[config.mk]
export PLATFORM = sky130hd
export DESIGN_NAME = rds_back
export DESIGN_NICKNAME = d
export VERILOG_FILES = /design/src/sv/rds_pkg.sv /design/src/sv/rds_back.sv
export SDC_FILE = /design/constraint.sdc
export NUM_CORES = 2
export LEC_CHECK = 0
export ABC_AREA = 1
export BUFFER_PORTS_ARGS = -buffer_cell sky130_fd_sc_hd__buf_2
export CORE_ASPECT_RATIO = 1.5
export CORE_UTILIZATION = 57
export DETAILED_ROUTE_END_ITERATION = 7
export PLACE_DENSITY = 0.75
export RECOVER_POWER = 100
export SLEW_MARGIN = 20
export SYNTH_ARGS = -nofsm -noshare
export SYNTH_HDL_FRONTEND = slang
export SYNTH_SLANG_ARGS = --single-unit
[constraint.sdc]
create_clock -name clock -period 14.1 [get_ports clock]
set_input_delay 2.82 -clock clock [delete_from_list [all_inputs] [get_ports clock]]
set_output_delay 2.82 -clock clock [all_outputs]
set_load 0.01 [all_outputs]
[src/sv/rds_pkg.sv]
// ----------------------------------------------------------------------------
// rds_pkg: shared types and constants
// Word layouts, register indexes, opcodes and helpers for the stencil step.
// ----------------------------------------------------------------------------
package rds_pkg;

   localparam int MAX_COLS_DEF = 1024;
   localparam int MAX_ROWS     = 1024;
   localparam int DIM_W        = 11;
   localparam int CSR_W        = 16;
   localparam int JOBQ_DEPTH   = 2;
   localparam int NUM_TAPS     = 5;

   // Tap order inside a job: center, up, down, left, right.
   localparam int TAP_C = 0;
   localparam int TAP_U = 1;
   localparam int TAP_D = 2;
   localparam int TAP_L = 3;
   localparam int TAP_R = 4;

   typedef enum logic [1:0] {
      CSR_DIFF_RATE  = 2'd0,
      CSR_FRAME_ROWS = 2'd1,
      CSR_FRAME_COLS = 2'd2
   } csr_index_type;

   typedef enum logic {
      OP_CELL  = 1'b0,
      OP_DRAIN = 1'b1
   } rds_op_type;

   typedef struct packed {
      rds_op_type  opcode;
      logic [15:0] density;
      logic [15:0] capacity;
   } rds_req_type;

   typedef struct packed {
      logic [15:0]        new_density;
      logic signed [31:0] diffusion_term;
      logic signed [31:0] growth_term;
      logic               last_of_frame;
   } rds_rsp_type;

   typedef struct packed {
      logic [15:0] capacity;
      logic [15:0] density;
   } rds_cell_type;

   typedef struct packed {
      logic up;
      logic down;
      logic left;
      logic right;
      logic last;
   } rds_flags_type;

   typedef enum logic [2:0] {
      BK_IDLE,
      BK_READ,
      BK_LAP,
      BK_MUL,
      BK_DIV,
      BK_DONE
   } rds_back_state_type;

   function automatic logic signed [31:0] sat32(input logic signed [35:0] v);
      logic signed [31:0] r;
      if (v > 36'sd2147483647) begin
         r = 32'sh7FFFFFFF;
      end else if (v < -36'sd2147483648) begin
         r = 32'sh80000000;
      end else begin
         r = v[31:0];
      end
      return r;
   endfunction

endpackage

[src/sv/rds_back.sv]
// ----------------------------------------------------------------------------
// rds_back: result engine
// Reads the five taps, forms the Laplacian and the diffusion product, runs a
// bit-serial divide for the growth quotient and holds the result word.
// ----------------------------------------------------------------------------
module rds_back import rds_pkg::*; #(
   parameter int AW = 11
) (
   input  logic                        clock,
   input  logic                        reset,
   input  logic                        job_valid,
   output logic                        job_pop,
   input  rds_flags_type               job_flags,
   input  logic [NUM_TAPS-1:0][AW-1:0] job_addr,
   input  logic [15:0]                 diff_rate,
   output logic [AW-1:0]               ring_raddr,
   input  rds_cell_type                ring_rdata,
   output logic                        rsp_valid,
   input  logic                        rsp_ready,
   output rds_rsp_type                 rsp_data
);

   localparam int DIV_STEPS = 33;

   rds_back_state_type state_ff, state_in;
   logic [5:0]                  cnt_ff, cnt_in;
   rds_flags_type               flags_ff, flags_in;
   logic [NUM_TAPS-1:0][AW-1:0] addr_ff, addr_in;
   logic [NUM_TAPS-1:0][15:0]   tap_ff, tap_in;
   logic [15:0]                 cap_ff, cap_in;
   logic signed [19:0]          lap_ff, lap_in;
   logic [31:0]                 sq_ff, sq_in;
   logic signed [20:0]          diff_ff, diff_in;
   logic [32:0]                 num_ff, num_in;
   logic [16:0]                 rem_ff, rem_in;
   logic                        rsp_valid_ff, rsp_valid_in;
   rds_rsp_type                 rsp_data_ff, rsp_data_in;

   logic [2:0]         ridx, sidx;
   logic [15:0]        up, dn, lf, rt, c;
   logic signed [36:0] prod;
   logic [16:0]        rem_t;
   logic               ge;
   logic signed [34:0] growth;
   logic signed [35:0] nd;
   logic               load;

   assign ridx       = (cnt_ff < 6'd5) ? cnt_ff[2:0] : 3'd0;
   assign sidx       = cnt_ff[2:0] - 3'd1;
   assign ring_raddr = addr_ff[ridx];
   assign job_pop    = (state_ff == BK_IDLE);
   assign rsp_valid  = rsp_valid_ff;
   assign rsp_data   = rsp_data_ff;

   always_comb begin
      state_in    = state_ff;
      cnt_in      = cnt_ff;
      flags_in    = flags_ff;
      addr_in     = addr_ff;
      tap_in      = tap_ff;
      cap_in      = cap_ff;
      lap_in      = lap_ff;
      sq_in       = sq_ff;
      diff_in     = diff_ff;
      num_in      = num_ff;
      rem_in      = rem_ff;
      rsp_data_in = rsp_data_ff;
      load        = 1'b0;

      c    = tap_ff[TAP_C];
      up   = flags_ff.up    ? tap_ff[TAP_U] : 16'd0;
      dn   = flags_ff.down  ? tap_ff[TAP_D] : 16'd0;
      lf   = flags_ff.left  ? tap_ff[TAP_L] : 16'd0;
      rt   = flags_ff.right ? tap_ff[TAP_R] : 16'd0;
      prod = $signed({1'b0, diff_rate}) * lap_ff;
      rem_t = {rem_ff[15:0], num_ff[32]};
      ge    = (rem_t >= {1'b0, cap_ff});

      // A zero capacity drives growth far below the 32-bit range when the density is nonzero.
      if (cap_ff == 16'd0) begin
         growth = (c != 16'd0) ? -35'sd4294967296 : 35'sd0;
      end else begin
         growth = $signed({19'd0, c}) - $signed({2'd0, num_ff});
      end
      nd = $signed({20'd0, c}) + 36'(diff_ff) + 36'(growth);

      case (state_ff)
         BK_IDLE: begin
            if (job_valid) begin
               flags_in = job_flags;
               addr_in  = job_addr;
               cnt_in   = '0;
               state_in = BK_READ;
            end
         end
         BK_READ: begin
            if (cnt_ff != 6'd0) begin
               tap_in[sidx] = ring_rdata.density;
               if (cnt_ff == 6'd1) begin
                  cap_in = ring_rdata.capacity;
               end
            end
            cnt_in = cnt_ff + 1'b1;
            if (cnt_ff == 6'd5) begin
               state_in = BK_LAP;
            end
         end
         BK_LAP: begin
            lap_in = $signed({4'd0, up}) + $signed({4'd0, dn}) + $signed({4'd0, lf})
                   + $signed({4'd0, rt}) - $signed({2'd0, c, 2'd0});
            sq_in    = c * c;
            state_in = BK_MUL;
         end
         BK_MUL: begin
            diff_in  = 21'((prod + 37'sd32768) >>> 16);
            num_in   = {1'b0, sq_ff} + {17'd0, cap_ff >> 1};
            rem_in   = '0;
            cnt_in   = '0;
            state_in = BK_DIV;
         end
         BK_DIV: begin
            rem_in = ge ? rem_t - {1'b0, cap_ff} : rem_t;
            num_in = {num_ff[31:0], ge};
            cnt_in = cnt_ff + 1'b1;
            if (cnt_ff == 6'(DIV_STEPS - 1)) begin
               state_in = BK_DONE;
            end
         end
         BK_DONE: begin
            if (!rsp_valid_ff || rsp_ready) begin
               load = 1'b1;
               if (nd < 36'sd0) begin
                  rsp_data_in.new_density = 16'd0;
               end else if (nd > 36'sd65535) begin
                  rsp_data_in.new_density = 16'hFFFF;
               end else begin
                  rsp_data_in.new_density = nd[15:0];
               end
               rsp_data_in.diffusion_term = sat32(36'(diff_ff));
               rsp_data_in.growth_term    = sat32(36'(growth));
               rsp_data_in.last_of_frame  = flags_ff.last;
               state_in = BK_IDLE;
            end
         end
         default: begin
            state_in = BK_IDLE;
         end
      endcase

      rsp_valid_in = (rsp_valid_ff && !rsp_ready) || load;
   end

   always_ff @(posedge clock) begin
      if (reset) begin
         state_ff     <= BK_IDLE;
         cnt_ff       <= '0;
         rsp_valid_ff <= 1'b0;
      end else begin
         state_ff     <= state_in;
         cnt_ff       <= cnt_in;
         rsp_valid_ff <= rsp_valid_in;
      end
      flags_ff    <= flags_in;
      addr_ff     <= addr_in;
      tap_ff      <= tap_in;
      cap_ff      <= cap_in;
      lap_ff      <= lap_in;
      sq_ff       <= sq_in;
      diff_ff     <= diff_in;
      num_ff      <= num_in;
      rem_ff      <= rem_in;
      rsp_data_ff <= rsp_data_in;
   end

endmodule

==> out/qor.csv <==
metric;value;unit
status;finished, violations left;
violations;capacitance limit, slew limit;
die_x;222;um
fin_crit_sh;0.629;
yosys.area.top_type;fa_1;
cp_common_cell;fa_1;
min_path_type;reg2reg;
hold_viol_final;0;
ys_types;59;
cts_hold_buf;0;
cp.required;14.41;ns
end_kind;register;
dr_total_vias;31300;
htreeDepth;2;
vdd.ir_drop.worst;0.351;mV
layout_setup_ws;5.22;ns
core;71500;um2
cts_buffer_depth;3;
synth_top_cells_by_area;fa_1, edfxtp_1, inv_1;
nNetsFinal;5877;
final_cells;5831;
initial_core_util;0.578;
via_per_inst;5.37;
rsz0062_at_grt;false;
max-slew-margin-rel;-1.38;
cts_buffers;37;
hpwl;85.3;mm
worst_slew_pin_slew;3.56;ns
tns;0;ns
period_needed;8.88;ns
critPathMaxStageDelay;0.93;ns
syn_avg_cell_area;8.63;um2
drcViolationCount;0;
ant_nets;0;
min_path_cells;0;
root_buffer;clkbuf_16;
synth_ff_type;edfxtp_1;
crit_type;in2reg;
globalRouteOverflowTotal;0;
drt-total-wl;104;mm
dpl_cell_area;43000;um2
slew_viol_final;321;
routabilityCongestion;0.970;
grt_start_max_net_pins;66;
syn_to_final_growth;6.55;%
post-place-ws;5.17;ns
crit_buf_inv;4;
grt_pass1_wl;167;mm
gr-usage-all-layers;0.289;
die_area;73600;um2
final_util;0.616;
fmaxAchievable;0.113;GHz
layout-drive-gt1-share;0.0436;
cts_sinks;358;
postLayoutCellArea;44000;um2
cp.depth;18;
ys_seq_area_frac;0.258;
synth_fp_nets;5777;
synth_edf_count;348;
crit_family;adder cells;
portBuffers;205;
synth_area;41300;um2
yosysTopAreaCellShare;0.266;
cp_max_fo;20;
antenna_found_initial;5;
max-cap-violations;7;
cp_slowest_cell;fa_1;
synth.ff_latch_count;358;
post_cts_buffers;0;
syn_inst;4784;
clk_latency;0.58;ns
first_pass_iters;6;
num_rows;120;
synthArstFlopShare;0;
yosysWarnings;0;
cts_tree;yes;
grt_pass1_vias;32700;
cts_resized;0;
wl_per_cell;17.9;um
power_density;238;nW/um2
clk_pin_slew;0.07;ns
drt_iter0_drc;1872;
power_leakage;22.9;nW
startpoint_type;input pin;
rr_worst_depth;26;
ioPinCount;206;
arrival;9.19;ns
dieHeight;332;um
setup_viol;0;
dp.cells;5760;
path_cells;clkbuf_1 > nand2_1 > inv_1 > fa_1 > fa_1 > inv_1 > fa_1 > fa_1 > fa_1 > inv_1 > fa_1 > ha_1 > a21oi_1 > o21ai_0 > o21bai_1 > a221oi_1 > nand2_1 > xor2_1;
skew;0.0310;ns
## sequential cells by signal (all words and copies together), names as in the netlist
| signal | cells |
|---|---|
| rsp_valid | 1 |
| flags_ff | 5 |
| diff_ff | 21 |
| cnt_ff | 6 |
| num_ff | 33 |
| addr_ff | 55 |
| sq_ff | 31 |
| lap_ff | 20 |
| c | 16 |
| tap_ff | 64 |
| state_ff | 3 |
| rem_ff | 16 |
| cap_ff | 16 |
| rsp_data | 71 |
## worst paths after layout
check	start	endpoint	slack, ns
worst min-delay path	flags_ff[0]	rsp_data[0]	0.44
worst min register to register	flags_ff[0]	rsp_data[0]	0.44
worst max-delay path	diff_rate[5]	diff_ff[20]	5.22
worst max register to register	c[0]	rsp_data[76]	6.21
## layout make-up
class / count / area (um2)
fill: 6217 / 27500
multi-input combinational: 3056 / 25400
sequential: 358 / 10700
inverter: 1197 / 4490
tap: 915 / 1140
timing repair buffer: 234 / 1060
clock buffer: 41 / 941
clock inverter: 25 / 302
antenna: 5 / 12.5
## report_power, final
part           total [mW]  switching, mW  internal (mW)  leakage (nW)
combinational        7.79           5.02           2.77          19.0
sequential           1.66         0.0847           1.58          3.26
clock                1.03          0.436          0.597         0.598
total                10.5           5.54           4.95          22.9
## logic make-up after synthesis
| kind of cell | Yosys count | share of synthesized area |
|---|---|---|
| adder cells (fa/ha/maj) | 881 | 0.367 |
| multiplexers | 1 | 0.000273 |
| AND/OR/NAND/NOR | 1584 | 0.157 |
| XOR/XNOR | 130 | 0.0276 |
| AO/OA/AOI/OAI | 460 | 0.0642 |
| buffers and inverters | 1370 | 0.127 |
| flip-flops | 358 | 0.258 |
## layer usage
layer  up-vias  GRT usage  part of all wire
li1      14800          -                 -
met1     15300      0.321              0.36
met2       943      0.538              0.53
met3       316     0.0309             0.046
met4         2      0.156             0.057
met5         -          0           0.00016
## metrics by stage
step / power (mW) / hold slack [ns]
floorplan: 7.15 / 0.400
global placement: 9.46 / 0.401
detailed placement: 9.51 / 0.434
CTS: 10.6 / 0.435
global route: 11.5 / 0.464
finish: 10.5 / 0.435
## layout by cell type (no fill, tap or decap), drive strengths merged, types with 14 or more instances in the layout
cell	n
inv	1199
nand2	1105
fa	549
edfxtp	348
ha	332
nor2	267
a21oi	182
clkbuf	166
o21ai	151
buf	109
nand3	99
xor2	76
xnor2	54
nor3	41
nand4	29
a31oi	28
o21bai	18
nor4	15
o22ai	14
## cell usage after synthesis (5+ instances only)
master and instances:
o21ai_0 143, or2_2 8, edfxtp_1 348, inv_1 1194
fa_1 549, o211ai_1 7, nor4_1 13, nand3_1 98
dfxtp_1 10, a21o_1 12, o22ai_1 14, o311ai_0 13
ha_1 332, clkbuf_1 152, nand2_2 5, nand2_1 1098
a21oi_1 179, nand4_1 29, nor3_1 37, xnor2_1 54
nor2_1 252, nor2_4 12, o21a_1 11, xor2_1 76
and2_1 6, a221oi_1 5, o21bai_1 18, a31oi_1 28
nand3b_1 10, buf_4 12
(Power assumes the default switching activity.)
