### src/sv/rds_pkg.sv
// ----------------------------------------------------------------------------
// rds_pkg: shared types and constants
// Word layouts, register indexes, opcodes and helpers for the stencil step.
// ----------------------------------------------------------------------------
package rds_pkg;

   localparam int MAX_COLS_DEF = 1024;
   localparam int MAX_ROWS     = 1024;
   localparam int DIM_W        = 11;
   localparam int CSR_W        = 16;
   localparam int JOBQ_DEPTH   = 2;
   localparam int NUM_TAPS     = 5;

   // Tap order inside a job: center, up, down, left, right.
   localparam int TAP_C = 0;
   localparam int TAP_U = 1;
   localparam int TAP_D = 2;
   localparam int TAP_L = 3;
   localparam int TAP_R = 4;

   typedef enum logic [1:0] {
      CSR_DIFF_RATE  = 2'd0,
      CSR_FRAME_ROWS = 2'd1,
      CSR_FRAME_COLS = 2'd2
   } csr_index_type;

   typedef enum logic {
      OP_CELL  = 1'b0,
      OP_DRAIN = 1'b1
   } rds_op_type;

   typedef struct packed {
      rds_op_type  opcode;
      logic [15:0] density;
      logic [15:0] capacity;
   } rds_req_type;

   typedef struct packed {
      logic [15:0]        new_density;
      logic signed [31:0] diffusion_term;
      logic signed [31:0] growth_term;
      logic               last_of_frame;
   } rds_rsp_type;

   typedef struct packed {
      logic [15:0] capacity;
      logic [15:0] density;
   } rds_cell_type;

   typedef struct packed {
      logic up;
      logic down;
      logic left;
      logic right;
      logic last;
   } rds_flags_type;

   typedef enum logic [2:0] {
      BK_IDLE,
      BK_READ,
      BK_LAP,
      BK_MUL,
      BK_DIV,
      BK_DONE
   } rds_back_state_type;

   function automatic logic signed [31:0] sat32(input logic signed [35:0] v);
      logic signed [31:0] r;
      if (v > 36'sd2147483647) begin
         r = 32'sh7FFFFFFF;
      end else if (v < -36'sd2147483648) begin
         r = 32'sh80000000;
      end else begin
         r = v[31:0];
      end
      return r;
   endfunction

endpackage

### src/sv/rds_queue.sv
// ----------------------------------------------------------------------------
// rds_queue: job queue
// Short first-in first-out queue between the front and the back.
// ----------------------------------------------------------------------------
module rds_queue import rds_pkg::*; #(
   parameter int W = 8
) (
   input  logic         clock,
   input  logic         reset,
   input  logic         push,
   input  logic [W-1:0] din,
   output logic         full,
   input  logic         pop,
   output logic         valid,
   output logic [W-1:0] dout
);

   localparam int QAW = $clog2(JOBQ_DEPTH);
   localparam int QCW = $clog2(JOBQ_DEPTH + 1);

   logic [W-1:0]   mem_ff [JOBQ_DEPTH];
   logic [QAW-1:0] wr_ff, wr_in;
   logic [QAW-1:0] rd_ff, rd_in;
   logic [QCW-1:0] cnt_ff, cnt_in;
   logic           do_push, do_pop;

   assign full    = (cnt_ff == QCW'(JOBQ_DEPTH));
   assign valid   = (cnt_ff != '0);
   assign dout    = mem_ff[rd_ff];
   assign do_push = push && !full;
   assign do_pop  = pop && valid;

   always_comb begin
      wr_in  = do_push ? wr_ff + 1'b1 : wr_ff;
      rd_in  = do_pop ? rd_ff + 1'b1 : rd_ff;
      cnt_in = cnt_ff;
      if (do_push && !do_pop) begin
         cnt_in = cnt_ff + 1'b1;
      end else if (do_pop && !do_push) begin
         cnt_in = cnt_ff - 1'b1;
      end
   end

   always_ff @(posedge clock) begin
      if (reset) begin
         wr_ff  <= '0;
         rd_ff  <= '0;
         cnt_ff <= '0;
      end else begin
         wr_ff  <= wr_in;
         rd_ff  <= rd_in;
         cnt_ff <= cnt_in;
      end
      if (do_push) begin
         mem_ff[wr_ff] <= din;
      end
   end

endmodule

### config.mk
export PLATFORM = sky130hd
export DESIGN_NAME = rds_queue
export DESIGN_NICKNAME = d
export VERILOG_FILES = /design/src/sv/rds_pkg.sv /design/src/sv/rds_queue.sv
export SDC_FILE = /design/constraint.sdc
export NUM_CORES = 1
export LEC_CHECK = 0
export BUFFER_PORTS_ARGS = -buffer_cell sky130_fd_sc_hd__buf_2
export CORE_MARGIN = 3
export CORE_UTILIZATION = 30
export CTS_BUF_LIST = sky130_fd_sc_hd__clkbuf_4
export CTS_CLUSTER_SIZE = 16
export DETAILED_ROUTE_END_ITERATION = 10
export PLACE_DENSITY_LB_ADDON = 0.25
export SYNTH_ARGS = -nofsm -noshare
export SYNTH_HDL_FRONTEND = slang
export SYNTH_SLANG_ARGS = --single-unit
### constraint.sdc
create_clock -name clock -period 4.6 [get_ports clock]
set_clock_uncertainty 0.15 [all_clocks]
set_input_delay 0.69 -clock clock [delete_from_list [all_inputs] [get_ports clock]]
set_output_delay 0.69 -clock clock [all_outputs]
set_load 0.01 [all_outputs]
==> results of run 1 <==
cells in the mapped netlist, drive strengths merged:
master	instances
xor2	3
ha	1
and2	1
nor2b	1
a21oi	2
edfxtp	16
dfxtp	5
buf	1
or3	2
or2	1
o21ai	3
inv	2
mux2	8
nor2	4
per-stage QoR:
step	std cells	cell area [um^2]
2_1_floorplan	50	796
3_3_place_gp	100	933
3_5_place_dp	100	933
4_1_cts	104	961
5_1_grt	104	961
6_report	104	961
layer usage:
layer  vias up  global-route usage, %  wire length [um]
met5         -                      0                 0
met4         0                   3.97                 9
met3         2                   2.94                85
met2        14                   14.2               672
met1       227                   10.0               545
li1        227                      -                 -
logic make-up after synthesis:
group,count (synthesis),synth area share [%]
AOI/OAI and AO/OA,5,3.14
adders and majority gates,1,1.57
DFF,21,73.0
and+or+nand+nor,9,6.13
buffers and inverters,3,1.57
xor gates and xnor gates,3,3.30
muxes,8,11.3
path summary, 6_finish.rpt:
kind | startpoint | end | slack (ns) | cells after the start
max | register | dout[2] | 2.36 | 2
min | wr_ff$_SDFFE_PP0P_ | wr_ff$_SDFFE_PP0P_ | 0.36 | 2
max reg2reg | cnt_ff[0]$_SDFFE_PP0P_ | cnt_ff[1]$_SDFFE_PP0P_ | 2.84 | 4
min reg2reg | wr_ff$_SDFFE_PP0P_ | wr_ff$_SDFFE_PP0P_ | 0.36 | 2
flip-flops by register name, summed over array words and instances, names as in the netlist, named ones only:
register / flops
mem_ff: 16
cnt_ff: 2
rd_ff: 1
wr_ff: 1
power by group:
part           switching [mW]  internal (mW)
logic                  0.0741         0.0768
clock network          0.0541         0.0324
registers              0.0259          0.242
critical path: cells and delay by family, from the launching register on:
kind                   cells  cell delay (ns)
multiplexers               1             0.38
flip-flops                 1             0.57
buffers and inverters      1             0.14
cell type report:
class / count / share of cell area (%)
flip-flops and latches: 21 / 60.4
well taps: 30 / 3.91
clock inverters: 1 / 0.521
inverters: 2 / 0.781
multi-input cells: 26 / 21.1
repair buffers: 21 / 10.9
clock buffers: 3 / 2.34
==> impl_metrics.csv, run 1 <==
group,metric,value,unit
cts,hold_buffers,0,
timing,finalHoldViolCount,0,
cts,cts_buffer_depth,2,
hold_path,hold_path.class,"reg2reg",
cells_and_area,area_delta_synth_final,20.8,%
synth,yosysUniqueCellTypes,14,
cts,clock_latency,0.30,ns
route,drc,0,
synth,syn_nets,63,
timing,period_needed,2.24,ns
cts,htreeDepth,1,
cts,clkTransAtPathRegs,0.12,ns
cells_and_area,fillCellCount,251,
cts,cts_tree,"done",
floorplanning,die_height,57.5,um
cells_and_area,final_core_util,38.4,%
timing,worst_slew_pin_slew,0.392,ns
timing,whs,0.358,ns
place,hpwl,986,um
cells_and_area,final_common_cell,"buf_2",
route,ant_nets,0,
timing,report.final.setup_viol,0,
grt,grt_max_degree,13,
worst_setup_path,end_kind,"output port",
route,drt_wl_total,1310,um
worst_setup_path,critPathArrivalTime,1.40,ns
place,port_buffers,21,
grt,grt_pass1_vias,479,
route,wire_per_inst,12.6,um
cells_and_area,nNetsFinal,88,
worst_setup_path,max_stage_delay,0.57,ns
place,dp_slack,2.60,ns
cts,cts-root-buf,"clkbuf_4",
outcome,status,"complete, no violations",
synth,synth_area_leaders,"edfxtp_1 60%, dfxtp_1 13%, mux2_2 11%",
timing,finalSetupTns,0,ns
worst_setup_path,cp_cell_sequence,"mux2_2 > buf_2",
timing,setup_slack,2.36,ns
floorplanning,dieWidth,57.5,um
synth,avgSynthCellArea,15.9,um^2
place,globalplace.congestion,0.629,
grt,groute.usage.overall,8.61,%
floorplanning,start_util,31.8,%
synth,ys_ff_latch,21,
cts,cts-resized-gates,0,
synth,synth.cell_area,796,um^2
route,num_vias,470,
timing,fmax,0.447,GHz
synth,yosysTopAreaCell,"edfxtp_1",
cells_and_area,multi_input_area,203,um^2
grt,antenna_found_initial,0,
power,powerDensity,526,mW/mm^2
floorplanning,dieArea,0.00331,mm^2
worst_setup_path,crit_path_start_kind,"register",
timing,post-route-period-util,48.6,%
floorplanning,fp-row-count,18,
cells_and_area,n_antenna_cell,0,
power,vdd_drop_max,0.227,mV
timing,slew-limit-headroom,73.9,%
timing,drv_slew,0,
cts,cts_setup_buffers,0,
timing,rsz0062_at_grt,"no",
synth,seq_area_frac_synth,73.0,%
worst_setup_path,crit_fanout,8,
grt,overflow,0,
cts,cts.sinks,21,
floorplanning,ios,22,
synth,synth_top_area_share,60.4,%
route,routed_via_density,4.52,
job,maxCapViolCount,0,
route,first_pass_iters,3,
grt,grt_pass1_wl,2080,um
worst_setup_path,worstSetupPathType,"reg2out",
cells_and_area,final_cell_mix,"21 x buf_2, 16 x edfxtp_1, 8 x mux2_2",
power,power.leakage,0.385,nW
power,fin_total_pwr,505,uW
cells_and_area,final_layout_size_suffix_gt1_share,47.3,%
worst_setup_path,critPathSlowestCell,"dfxtp_1",
synth,synth_cells,50,
worst_setup_path,cp.required,3.76,ns
route,drtIter0Drc,3,
cts,numCtsBuffers,3,
cells_and_area,register_area,581,um^2
floorplanning,core_area,0.00250,mm^2
synth,ys.warnings.count,0,
No activity file was read; power rests on OpenSTA's default activity.
==> run 2, diff against run 1 <==
clock period = 1.88 ns   (was 4.6 ns; I/O delays follow)
==> run 2 against run 1 <==
Final cell count up 5.8%. Highest routed layer is now met3. Via count down 2.6%. First-iteration DRC count rose to 3.3 times the previous value. Clock power up 140%. Wire length down 0.15%. Critical path type is now reg2reg.
==> impl_metrics.csv, run 2 (synthesis gave the netlist of run 1 again) <==
group,metric,value,unit
grt,antenna_found_initial,0,
timing,finalSetupTns,0,ns
place,hpwl,936,um
timing,worst_slew_pin_slew,0.402,ns
worst_setup_path,end_kind,"register",
cells_and_area,fillCellCount,250,
route,drc,0,
cts,cts_setup_buffers,0,
floorplanning,die_height,57.5,um
power,powerDensity,1210,mW/mm^2
timing,report.final.setup_viol,0,
cts,cts_tree,"done",
cells_and_area,multi_input_area,203,um^2
cts,cts.sinks,21,
hold_path,hold_path.class,"in2reg",
worst_setup_path,cp_cell_sequence,"o21ai_0 > ha_1 > or3_1 > a21oi_1",
grt,groute.usage.overall,8.36,%
route,ant_nets,0,
worst_setup_path,max_stage_delay,0.38,ns
cells_and_area,final_common_cell,"buf_2",
grt,grt_pass1_wl,2010,um
timing,slew-limit-headroom,73.2,%
route,drt_wl_total,1310,um
worst_setup_path,critPathTopFamily,"compound AO/OA/AOI/OAI gates",
cts,numCtsBuffers,3,
worst_setup_path,crit_fanout,5,
floorplanning,start_util,31.8,%
outcome,status,"complete, no violations",
route,num_vias,458,
power,fin_total_pwr,1.24,mW
cells_and_area,final_cell_mix,"21 x buf_2, 16 x edfxtp_1, 8 x mux2_2",
floorplanning,fp-row-count,18,
grt,overflow,0,
cells_and_area,largest_register,"mem_ff",
cells_and_area,layoutNonFillerInstCount,110,
cells_and_area,top_regs,"mem_ff (16), cnt_ff (2)",
timing,rsz0062_at_grt,"no",
cells_and_area,final_core_util,40.9,%
cts,cts_buffer_depth,2,
cells_and_area,n_antenna_cell,0,
cells_and_area,area_delta_synth_final,28.5,%
route,wire_per_inst,11.9,um
job,maxCapViolCount,0,
timing,finalHoldViolCount,0,
route,drtIter0Drc,10,
worst_setup_path,worstSetupPathType,"reg2reg",
cts,clock_latency,0.30,ns
place,dp_cells,100,
worst_setup_path,cp.buffers_inverters,0,
grt,grt_max_degree,13,
timing,drv_slew,0,
timing,post-route-period-util,90.7,%
cells_and_area,register_area,582,um^2
cells_and_area,nNetsFinal,94,
floorplanning,dieWidth,57.5,um
place,globalplace.congestion,0.614,
worst_setup_path,critPathArrivalTime,1.79,ns
floorplanning,dieArea,0.00331,mm^2
timing,fmax,0.587,GHz
cells_and_area,final_area,0.00102,mm^2
cells_and_area,final_layout_size_suffix_gt1_share,45.0,%
route,routed_via_density,4.16,
cts,htreeDepth,1,
floorplanning,core_area,0.00250,mm^2
worst_setup_path,crit_path_start_kind,"register",
cts,cts-root-buf,"clkbuf_4",
place,port_buffers,21,
timing,period_needed,1.70,ns
worst_setup_path,cp.required,1.97,ns
floorplanning,ios,22,
cts,clkTransAtPathRegs,0.12,ns
grt,grt_pass1_vias,438,
power,power.leakage,0.410,nW
worst_setup_path,critPathSlowestCell,"dfxtp_1",
cells_and_area,largest_register_ffs,16,
route,first_pass_iters,2,
place,placed_area,933,um^2
power,vdd_drop_max,0.701,mV
-- run 2: cell count changes in the layout (fill, tap and decap cells not counted), sizes merged --
| cell | delta |
|---|---|
| dlygate4sd3 | +6 |
-- run 2: power by group --
group	internal, mW	switching [mW]
Combinational	0.196	0.179
Sequential	0.594	0.0584
Clock	0.0792	0.132
Total	0.869	0.369
-- run 2: path summary, 6_finish.rpt --
path / start / to / slack [ns] / cells past startpoint
worst max register to register: cnt_ff[0]$_SDFFE_PP0P_ / cnt_ff[1]$_SDFFE_PP0P_ / 0.18 / 4
worst max-delay path: cnt_ff[0]$_SDFFE_PP0P_ / cnt_ff[1]$_SDFFE_PP0P_ / 0.18 / 4
worst min-delay path: din[5] / mem_ff[1][5]$_DFFE_PP_ / 0.03 / 1
worst min register to register: wr_ff$_SDFFE_PP0P_ / wr_ff$_SDFFE_PP0P_ / 0.36 / 2
-- run 2: timing repair --
item / 4_1_cts / 5_1_grt
resized for setup: 0 / 1
endpoints found under the setup margin: 0 / 8
hold buffers: 0 / 6
endpoints found under the hold margin: 0 / 12
-- run 2: layout make-up --
type	count	area share, %
inverter	2	0.734
clock buffer	3	2.20
timing repair buffer	27	16.2
tap	30	3.67
sequential	21	56.9
clock inverter	1	0.490
multi-input combinational	26	19.8
-- run 2: per-layer routing --
metal  vias up  track usage (%)  part of all wire [%]
met4         0             4.97                     0
li1        239                -                     -
met2        14             12.4                    51
met3         0             3.39                   8.1
met5         -                0                     0
met1       205             10.1                    41
-- run 2: metrics by stage --
| stage | hold WS, ns | worst slack (ns) |
|---|---|---|
| 6_report | 0.0268 | 0.175 |
| 5_1_grt | 0.00361 | 0.0728 |
| 4_1_cts | 0.00227 | 0.0329 |
| 3_5_place_dp | 0.328 | 0.188 |
| 3_3_place_gp | 0.323 | 0.225 |
| 2_1_floorplan | 0.201 | 0.228 |
