`config.mk`:
```
export PLATFORM = sky130hd
export DESIGN_NAME = rds_front
export DESIGN_NICKNAME = d
export VERILOG_FILES = /design/src/sv/rds_pkg.sv /design/src/sv/rds_front.sv
export SDC_FILE = /design/constraint.sdc
export NUM_CORES = 1
export LEC_CHECK = 0
export ABC_CLOCK_PERIOD_IN_PS = 30100
export BUFFER_PORTS_ARGS = -buffer_cell sky130_fd_sc_hd__buf_2
export CAP_MARGIN = 15
export CORE_MARGIN = 3
export CORE_UTILIZATION = 60
export CTS_BUF_LIST = sky130_fd_sc_hd__clkbuf_2
export CTS_CLUSTER_DIAMETER = 150
export CTS_CLUSTER_SIZE = 16
export DETAILED_ROUTE_END_ITERATION = 16
export PLACE_DENSITY_LB_ADDON = 0.08
export SLEW_MARGIN = 0
export SYNTH_ARGS = -nofsm -noshare
export SYNTH_HDL_FRONTEND = slang
export SYNTH_SLANG_ARGS = --single-unit
```
`constraint.sdc`:
```
create_clock -name clock -period 30.1 [get_ports clock]
set_input_delay 6.02 -clock clock [delete_from_list [all_inputs] [get_ports clock]]
set_output_delay 6.02 -clock clock [all_outputs]
set_load 0.05 [all_outputs]
```
`src/sv/rds_pkg.sv`:
```
// ----------------------------------------------------------------------------
// rds_pkg: shared types and constants
// Word layouts, register indexes, opcodes and helpers for the stencil step.
// ----------------------------------------------------------------------------
package rds_pkg;

   localparam int MAX_COLS_DEF = 1024;
   localparam int MAX_ROWS     = 1024;
   localparam int DIM_W        = 11;
   localparam int CSR_W        = 16;
   localparam int JOBQ_DEPTH   = 2;
   localparam int NUM_TAPS     = 5;

   // Tap order inside a job: center, up, down, left, right.
   localparam int TAP_C = 0;
   localparam int TAP_U = 1;
   localparam int TAP_D = 2;
   localparam int TAP_L = 3;
   localparam int TAP_R = 4;

   typedef enum logic [1:0] {
      CSR_DIFF_RATE  = 2'd0,
      CSR_FRAME_ROWS = 2'd1,
      CSR_FRAME_COLS = 2'd2
   } csr_index_type;

   typedef enum logic {
      OP_CELL  = 1'b0,
      OP_DRAIN = 1'b1
   } rds_op_type;

   typedef struct packed {
      rds_op_type  opcode;
      logic [15:0] density;
      logic [15:0] capacity;
   } rds_req_type;

   typedef struct packed {
      logic [15:0]        new_density;
      logic signed [31:0] diffusion_term;
      logic signed [31:0] growth_term;
      logic               last_of_frame;
   } rds_rsp_type;

   typedef struct packed {
      logic [15:0] capacity;
      logic [15:0] density;
   } rds_cell_type;

   typedef struct packed {
      logic up;
      logic down;
      logic left;
      logic right;
      logic last;
   } rds_flags_type;

   typedef enum logic [2:0] {
      BK_IDLE,
      BK_READ,
      BK_LAP,
      BK_MUL,
      BK_DIV,
      BK_DONE
   } rds_back_state_type;

   function automatic logic signed [31:0] sat32(input logic signed [35:0] v);
      logic signed [31:0] r;
      if (v > 36'sd2147483647) begin
         r = 32'sh7FFFFFFF;
      end else if (v < -36'sd2147483648) begin
         r = 32'sh80000000;
      end else begin
         r = v[31:0];
      end
      return r;
   endfunction

endpackage

```
`src/sv/rds_front.sv`:
```
// ----------------------------------------------------------------------------
// rds_front: word intake
// Stores cells, tracks the pending count and the position of the oldest
// pending result, and issues one job per result with its tap addresses.
// ----------------------------------------------------------------------------
module rds_front import rds_pkg::*; #(
   parameter int MAX_COLS = MAX_COLS_DEF,
   parameter int RING     = 2 * MAX_COLS + 4 + JOBQ_DEPTH,
   parameter int AW       = $clog2(RING)
) (
   input  logic                       clock,
   input  logic                       reset,
   input  logic                       req_valid,
   output logic                       req_ready,
   input  rds_req_type                req_data,
   input  logic                       restart,
   input  logic [DIM_W-1:0]           frame_rows,
   input  logic [DIM_W-1:0]           frame_cols,
   output logic                       ring_we,
   output logic [AW-1:0]              ring_waddr,
   output rds_cell_type               ring_wdata,
   output logic                       job_valid,
   input  logic                       job_full,
   output rds_flags_type              job_flags,
   output logic [NUM_TAPS-1:0][AW-1:0] job_addr
);

   localparam int COLS_LIM = (MAX_COLS < 2047) ? MAX_COLS : 2047;
   localparam int PW       = $clog2(COLS_LIM + 3);
   localparam int CW       = DIM_W + 1;
   localparam logic [AW:0] RING_V = (AW+1)'(RING);

   logic [AW-1:0]    wp_ff, wp_in;
   logic [PW-1:0]    pend_ff, pend_in;
   logic [DIM_W-1:0] erow_ff, erow_in;
   logic [DIM_W-1:0] ecol_ff, ecol_in;

   logic          accept, is_cell, emit;
   logic [PW-1:0] pc;
   logic [AW-1:0] wpn, base, cols_a;
   logic [CW-1:0] pc_w, cols_w, rows_w, erow_w, ecol_w;

   function automatic logic [AW-1:0] ring_sub(input logic [AW-1:0] a,
                                              input logic [AW-1:0] b);
      logic [AW:0] t;
      t = {1'b0, a} - {1'b0, b};
      if (t[AW]) begin
         t = t + RING_V;
      end
      return t[AW-1:0];
   endfunction

   function automatic logic [AW-1:0] ring_add(input logic [AW-1:0] a,
                                              input logic [AW-1:0] b);
      logic [AW:0] t;
      t = {1'b0, a} + {1'b0, b};
      if (t >= RING_V) begin
         t = t - RING_V;
      end
      return t[AW-1:0];
   endfunction

   // Every word waits for room in the queue, so a result job always fits.
   assign req_ready = !job_full;
   assign accept    = req_valid && req_ready;
   assign is_cell   = (req_data.opcode == OP_CELL);

   always_comb begin
      pc     = is_cell ? pend_ff + 1'b1 : pend_ff;
      wpn    = is_cell ? ring_add(wp_ff, AW'(1)) : wp_ff;
      pc_w   = CW'(pc);
      cols_w = CW'(frame_cols);
      rows_w = CW'(frame_rows);
      erow_w = CW'(erow_ff);
      ecol_w = CW'(ecol_ff);
      cols_a = AW'(frame_cols);
      emit   = is_cell ? (pc_w > cols_w + 1'b1) : (pend_ff != '0);
      base   = ring_sub(wpn, AW'(pc));

      job_addr[TAP_C] = base;
      job_addr[TAP_U] = ring_sub(base, cols_a);
      job_addr[TAP_D] = ring_add(base, cols_a);
      job_addr[TAP_L] = ring_sub(base, AW'(1));
      job_addr[TAP_R] = ring_add(base, AW'(1));

      job_flags.up    = (erow_ff != '0);
      job_flags.left  = (ecol_ff != '0);
      job_flags.right = (ecol_w + 1'b1 < cols_w) && (pc_w > CW'(1));
      job_flags.down  = (erow_w + 1'b1 < rows_w) && (pc_w > cols_w);
      job_flags.last  = (erow_w + 1'b1 == rows_w) && (ecol_w + 1'b1 == cols_w);

      job_valid  = accept && emit;
      ring_we    = accept && is_cell;
      ring_waddr = wp_ff;
      ring_wdata = '{capacity: req_data.capacity, density: req_data.density};

      wp_in   = accept ? wpn : wp_ff;
      pend_in = pend_ff;
      erow_in = erow_ff;
      ecol_in = ecol_ff;
      if (accept) begin
         pend_in = emit ? pc - 1'b1 : pc;
         if (emit) begin
            if (ecol_w + 1'b1 >= cols_w) begin
               ecol_in = '0;
               erow_in = (erow_w + 1'b1 >= rows_w) ? '0 : erow_ff + 1'b1;
            end else begin
               ecol_in = ecol_ff + 1'b1;
            end
         end
      end
      if (restart) begin
         pend_in = '0;
         erow_in = '0;
         ecol_in = '0;
      end
   end

   always_ff @(posedge clock) begin
      if (reset) begin
         wp_ff   <= '0;
         pend_ff <= '0;
         erow_ff <= '0;
         ecol_ff <= '0;
      end else begin
         wp_ff   <= wp_in;
         pend_ff <= pend_in;
         erow_ff <= erow_in;
         ecol_ff <= ecol_in;
      end
   end

endmodule

```
==> impl_metrics.sql, run 1 <==
INSERT INTO impl_metrics (metric_group, metric, value, unit) VALUES
('global_route', 'wire_length_of_the_first_global_routing_pass', '35.8', 'mm'),
('routing', 'detail_route.wirelength', '21.2', 'mm'),
('yosys', 'postSynthCellCount', '1158', ''),
('sta', 'skew', '0.0182', 'ns'),
('sta', 'grt_setup_unrepaired', 'false', ''),
('yosys', 'yosys.area_share.adder', '14.7', '%'),
('worst_setup_path', 'r2r_slack', '25.04', 'ns'),
('power', 'combinationalPowerShare', '75.5', '%'),
('cts', 'cts.sinks', '45', ''),
('floorplan', 'starting_density_of_the_core', '62.6', '%'),
('yosys', 'synth_area_in_compound_gates', '19.2', '%'),
('cts', 'clock_insertion_delay_worst_skew', '0.44', 'ns'),
('routing', 'antenna_violating_nets_post_route', '0', ''),
('sta', 'tightestPinTransition', '1.01', 'ns'),
('power', 'clkPwrFrac', '8.8', '%'),
('cts', 'tritoncts', 'built', ''),
('yosys', 'yosys.area.top_type_share', '14.2', '%'),
('global_route', 'number_of_global_route_vias_before_repair', '7488', ''),
('worst_setup_path', 'end_kind', 'output pin', ''),
('yosys', 'async_reset_ff_share', '0', '%'),
('hold_path', 'worst_min_delay_path_endpoint', 'pend_ff[1]', ''),
('finish', 'layout_overhead_on_the_synthesized_area', '5.49', '%'),
('global_route', 'antenna_found_initial', '0', ''),
('yosys', 'synth_cell_type_count', '98', ''),
('yosys', 'synth.net_count', '1316', ''),
('cts', 'cts_inserted_buffers', '5', ''),
('cts', 'post_cts_buffers', '0', ''),
('floorplan', 'fp.dieW', '125', 'um'),
('sta', 'slew-limit-headroom', '31.7', '%'),
('yosys', 'postSynthRegisterBits', '45', ''),
('sta', 'max_clock_freq', '0.0503', 'GHz'),
('sta', 'maxSlewViolCount', '0', ''),
('finish', 'final_net_count', '1368', ''),
('sta', 'timing.final.crit_period', '19.90', 'ns'),
('sta', 'final.setup.tns', '0', 'ns'),
('worst_setup_path', 'slowest_delay', '0.76', 'ns'),
('power', 'max-vdd-ir-drop', '43.3', 'uV'),
('power', 'cellInternalPower', '152', 'uW'),
('status', 'outcome', 'finished clean', ''),
('job', 'max_cap_violations', '0', ''),
('yosys', 'edff_count_synth', '0', ''),
('routing', 'wl_per_cell', '15.3', 'um'),
('sta', 'final_count_of_hold_timing_violations', '0', ''),
('yosys', 'ys_top_cells_by_area', 'ha_1 14%, dfxtp_1 11%, xnor2_1 9.6%', ''),
('worst_setup_path', 'cpMostUsedCell', 'a21oi_1', ''),
('finish', 'post_route_cells_drive_above_1_share', '13.6', '%'),
('worst_setup_path', 'critical_path_buf_inv_count', '4', ''),
('placed_design', 'dpl_hpwl', '17.1', 'mm'),
('yosys', 'synthSimpleGateAreaFrac', '29.4', '%'),
('yosys', 'yosysWarnings', '0', ''),
('cts', 'post_cts_hold_buffer_count', '0', ''),
('worst_setup_path', 'critical_path.startpoint_type', 'primary input', ''),
('routing', 'detailed_route_via_count', '8179', ''),
('power', 'power_per_cell_area', '43.0', 'nW/um^2'),
('global_route', 'grt-ovfl-total', '0', ''),
('sta', 'post-route-period-util', '66.1', '%'),
('yosys', 'postSynth.topFlopCell', 'dfxtp_1', ''),
('routing', 'detail_route.drc_violations', '0', ''),
('routing', 'vias_per_cell', '5.90', ''),
('routing', 'first_pass_iteration_count_of_the_detailed_router', '5', ''),
('yosys', 'synthesis.area', '8450', 'sq um'),
('global_route', 'grt_start_max_net_pins', '34', ''),
('power', 'finalPower', '383', 'uW'),
('finish', 'diodes', '0', ''),
('worst_setup_path', 'worst_r2r_startpoint', 'pend_ff[0]', ''),
('worst_setup_path', 'cp_data_required_time', '24.08', 'ns'),
('placed_design', 'buffer_ports.inserted', '107', ''),
('cts', 'clkSlewWorstSetupHoldPaths', '0.23', 'ns'),
('hold_path', 'timing.hold.worst.class', 'register to register', ''),
('cts', 'clock_tree.root_cell', 'clkbuf_2', ''),
('power', 'p_switching', '231', 'uW');
==> worst register-to-register path, delay by kind of cell (launching register included) <==
kind | cells | cell delay (ns)
XOR/XNOR | 1 | 0.59
buffers and inverters | 2 | 0.59
AO/OA/AOI/OAI | 11 | 1.76
flip-flops | 1 | 0.47
adder cells (fa/ha/maj) | 2 | 0.59
AND/OR/NAND/NOR | 5 | 0.95
==> cell families (layout without fill, tap and decap cells) <==
logic type	Yosys count	after routing
buf+inv	155	207
fa+ha+maj	98	98
flops	45	45
xor+xnor	147	147
simple gates	472	472
compound gates	228	228
mux	13	13
==> routing by layer <==
layer | global-route usage (%) | part of all wire, % | vias to the layer above
li1 | - | - | 4159
met1 | 36.7 | 46 | 3742
met2 | 44.3 | 46 | 254
met3 | 2.87 | 5.8 | 24
met4 | 6.13 | 1.6 | 0
met5 | 0 | 0 | -
==> layout by cell type (no fill, tap or decap), drive strengths merged, types with 37 or more instances in the layout <==
cell	n
nor2	139
buf	116
ha	96
xnor2	96
inv	83
nand2	79
a21oi	79
xor2	50
nand3	47
dfxtp	45
o21ai	45
nor3	37
==> cell type report <==
cell class,count,area [sq um],area share [%]
multi-input combinational,958,6820,76.5
timing repair buffer,116,603,6.76
tap,176,220,2.47
inverter,84,315,3.54
sequential,45,901,10.1
clock inverter,2,35.0,0.393
clock buffer,5,25.0,0.281
==> sequential cells by signal (all words and copies together) (netlist names), named ones only <==
register and count:
ring_waddr 11, ecol_ff 11, erow_ff 11, pend_ff 11
==> power groups by stage <==
stage / clock network, mW / registers (mW) / logic [mW]
3_3_place_gp: 0 / 0.0615 / 0.287
4_1_cts: 0.0351 / 0.0604 / 0.289
5_1_grt: 0.0372 / 0.0605 / 0.310
6_report: 0.0336 / 0.0604 / 0.289
3_5_place_dp: 0 / 0.0615 / 0.289
2_1_floorplan: 0 / 0.0616 / 0.242
==> cells in the mapped netlist (all sizes together), types with 14 or more instances <==
library cell / n
nor2: 139
ha: 96
xnor2: 96
inv: 83
a21oi: 79
nand2: 79
buf: 51
xor2: 50
nand3: 47
dfxtp: 45
o21ai: 45
nor3: 37
and3: 25
nor4: 25
nor3b: 21
clkbuf: 20
nand2b: 18
nand4: 17
nor2b: 14
==> worst max-delay path by stage <==
stage                       startpoint           end  slack (ns)  cells past startpoint
final                     req_data[32]  job_addr[26]       10.20                     30
after global routing      req_data[32]  job_addr[26]        9.55                     30
after CTS                 req_data[32]  job_addr[26]       10.32                     30
after detailed placement  req_data[32]  job_addr[26]       10.33                     30
after global placement    req_data[32]  job_addr[26]       10.63                     30
after floorplan           req_data[32]  job_addr[30]       10.02                     31
==> metrics by stage <==
stage,util (%),hold slack (ns),std cells,setup WS [ns],area [sq um]
global placement,65.6,0.481,1379,10.63,8860
floorplan,-,0.458,1158,10.02,8450
finish,66.0,0.525,1386,10.20,8920
detailed placement,65.6,0.496,1379,10.33,8860
global route,66.0,0.559,1386,9.55,8920
CTS,66.0,0.524,1386,10.32,8920
No activity file was read; power rests on OpenSTA's default activity.
==> run 2, diff against run 1 <==
ABC_CLOCK_PERIOD_IN_PS = 20400   (was 30100)
CORE_UTILIZATION = 58   (was 60)
clock period = 20.4 ns   (was 30.1 ns; I/O delays follow)
==> run 2 against run 1 <==
  * Worst setup slack got worse by 5.9 ns
  * Final cell count increased by 0.36%
  * Design area is essentially flat
  * Sequential power rose by 48%
  * Critical path depth unchanged
==> impl_metrics.sql, run 2 (same netlist as run 1, synthesis figures left out) <==
INSERT INTO impl_metrics (metric_group, metric, value, unit) VALUES
('routing', 'detail_route.wirelength', '21.7', 'mm'),
('cts', 'cts_resized', '0', ''),
('floorplan', 'floorplan.die_area', '16100', 'sq um'),
('hold_path', 'whs_path_depth', '2', ''),
('floorplan', 'fp.dieW', '127', 'um'),
('worst_setup_path', 'criticalPathCategory', 'primary input to output pin', ''),
('cts', 'post_cts_buffers', '0', ''),
('sta', 'final.setup.tns', '0', 'ns'),
('cts', 'cts.sinks', '45', ''),
('sta', 'setup_viol_count_final', '0', ''),
('global_route', 'grt_start_max_net_pins', '34', ''),
('floorplan', 'num_rows', '43', ''),
('sta', 'post-route-period-util', '78.9', '%'),
('routing', 'first_pass_iteration_count_of_the_detailed_router', '7', ''),
('cts', 'post_cts_hold_buffer_count', '0', ''),
('worst_setup_path', 'critical_path.startpoint_type', 'primary input', ''),
('worst_setup_path', 'reg2regPathDepth', '19', ''),
('sta', 'skew', '0.0248', 'ns'),
('power', 'max-vdd-ir-drop', '54.8', 'uV'),
('finish', 'layout.core_utilization', '63.6', '%'),
('worst_setup_path', 'end_kind', 'output pin', ''),
('routing', 'detailed_route_via_count', '8213', ''),
('placed_design', 'buffer_ports.inserted', '107', ''),
('job', 'max_cap_violations', '0', ''),
('sta', 'tightestPinTransition', '1.16', 'ns'),
('floorplan', 'placeableCoreArea', '14000', 'sq um'),
('global_route', 'grt_use_total', '26.4', '%'),
('routing', 'antenna_violating_nets_post_route', '0', ''),
('finish', 'layout.cells.most_common', 'nor2_1', ''),
('routing', 'wl_per_cell', '15.6', 'um'),
('placed_design', 'place.detailed.instances', '1383', ''),
('finish', 'stdcell_count', '1391', ''),
('routing', 'violation_count_after_the_first_detailed_route_iteration', '501', ''),
('global_route', 'antenna_found_initial', '1', ''),
('placed_design', 'final_gp_congestion', '0.931', ''),
('placed_design', 'dpl_hpwl', '17.3', 'mm'),
('worst_setup_path', 'cpMostUsedCell', 'a21oi_1', ''),
('finish', 'post_route_cells_drive_above_1_share', '13.6', '%'),
('cts', 'clkSlewWorstSetupHoldPaths', '0.20', 'ns'),
('global_route', 'number_of_global_route_vias_before_repair', '7560', ''),
('hold_path', 'timing.hold.worst.class', 'register to register', ''),
('global_route', 'grt-ovfl-total', '0', ''),
('worst_setup_path', 'critical_path_peak_fanout', '31', ''),
('sta', 'max_clock_freq', '0.0621', 'GHz'),
('cts', 'clock_tree.root_cell', 'clkbuf_2', ''),
('routing', 'detail_route.drc_violations', '0', ''),
('finish', 'final.fill_count', '1304', ''),
('floorplan', 'die_y', '127', 'um'),
('routing', 'vias_per_cell', '5.90', ''),
('sta', 'timing.hold.ws', '0.511', 'ns'),
('sta', 'grt_setup_unrepaired', 'false', ''),
('sta', 'maxSlewViolCount', '0', ''),
('finish', 'final_net_count', '1368', ''),
('power', 'power_per_cell_area', '63.4', 'nW/um^2'),
('cts', 'clockBufferDepth', '2', ''),
('worst_setup_path', 'slowest_delay', '0.77', 'ns'),
('floorplan', 'boundaryPins', '172', ''),
('finish', 'mostFrequentLayoutCells', '137 x nor2_1, 107 x buf_2, 96 x ha_1', ''),
('worst_setup_path', 'worst_ep_arrival_time', '12.01', 'ns'),
('worst_setup_path', 'crit_path_top_delay_cell', 'nor4b_1', ''),
('global_route', 'wire_length_of_the_first_global_routing_pass', '36.2', 'mm'),
('power', 'power.static_leakage', '4.02', 'nW'),
('power', 'finalPower', '565', 'uW'),
('cts', 'tritoncts', 'built', ''),
('status', 'outcome', 'finished clean', ''),
('cts', 'cts_inserted_buffers', '5', ''),
('cts', 'clock_insertion_delay_worst_skew', '0.44', 'ns'),
('sta', 'slew-limit-headroom', '21.6', '%'),
('worst_setup_path', 'cp_data_required_time', '16.32', 'ns'),
('sta', 'final_count_of_hold_timing_violations', '0', ''),
('finish', 'layout_overhead_on_the_synthesized_area', '5.58', '%'),
('sta', 'timing.final.crit_period', '16.09', 'ns'),
('floorplan', 'starting_density_of_the_core', '60.2', '%'),
('cts', 'cts-htree-levels', '2', '');
==> run 2: cell types whose count changed in the layout (fill, tap and decap cells not counted) <==
cell,before,now
diode_2,0,1
==> run 2: metrics by stage <==
stage                     setup WS, ns  instance area [sq um]
after floorplan                   4.20                   8450
after global placement            4.81                   8860
after detailed placement          4.45                   8860
after CTS                         4.43                   8920
after global routing              3.63                   8930
final                             4.31                   8930
==> run 2: worst max-delay path: cells and delay by family <==
| family | cells | cell delay [ns] |
|---|---|---|
| xor gates and xnor gates | 2 | 0.56 |
| AOI/OAI and AO/OA | 16 | 3.43 |
| adders and majority gates | 2 | 0.70 |
| muxes | 2 | 1.01 |
| and+or+nand+nor | 4 | 1.56 |
| buffers and inverters | 4 | 0.67 |
==> run 2: metal layers <==
layer	vias up	global-route usage (%)	part of all wire, %
li1	4153	-	-
met1	3813	36.7	47
met2	228	44.4	46
met3	19	2.44	5.5
met4	0	5.93	1.5
met5	-	0	0
==> run 2: final cells by class <==
| class | count | area (sq um) | area share, % |
|---|---|---|---|
| Multi-Input combinational cell | 958 | 6820 | 76.4 |
| Clock buffer | 5 | 25.0 | 0.280 |
| Antenna cell | 1 | 2.50 | 0.0280 |
| Inverter | 84 | 315 | 3.53 |
| Tap cell | 180 | 225 | 2.52 |
| Timing Repair Buffer | 116 | 603 | 6.76 |
| Clock inverter | 2 | 35.0 | 0.392 |
| Sequential cell | 45 | 901 | 10.1 |
==> run 2: path summary, 6_finish.rpt <==
| kind | end | slack, ns | startpoint |
|---|---|---|---|
| max reg2reg | erow_ff[7] | 15.48 | pend_ff[0] |
| min | pend_ff[1] | 0.51 | pend_ff[1] |
| max | job_addr[26] | 4.31 | req_data[32] |
| min reg2reg | pend_ff[1] | 0.51 | pend_ff[1] |
==> run 2: power breakdown <==
part	switching (mW)	total, mW	internal [mW]	leakage (nW)
clock	0.0304	0.0502	0.0199	0.0388
combinational	0.310	0.426	0.116	3.62
sequential	0.000656	0.0891	0.0884	0.362
total	0.341	0.565	0.224	4.02
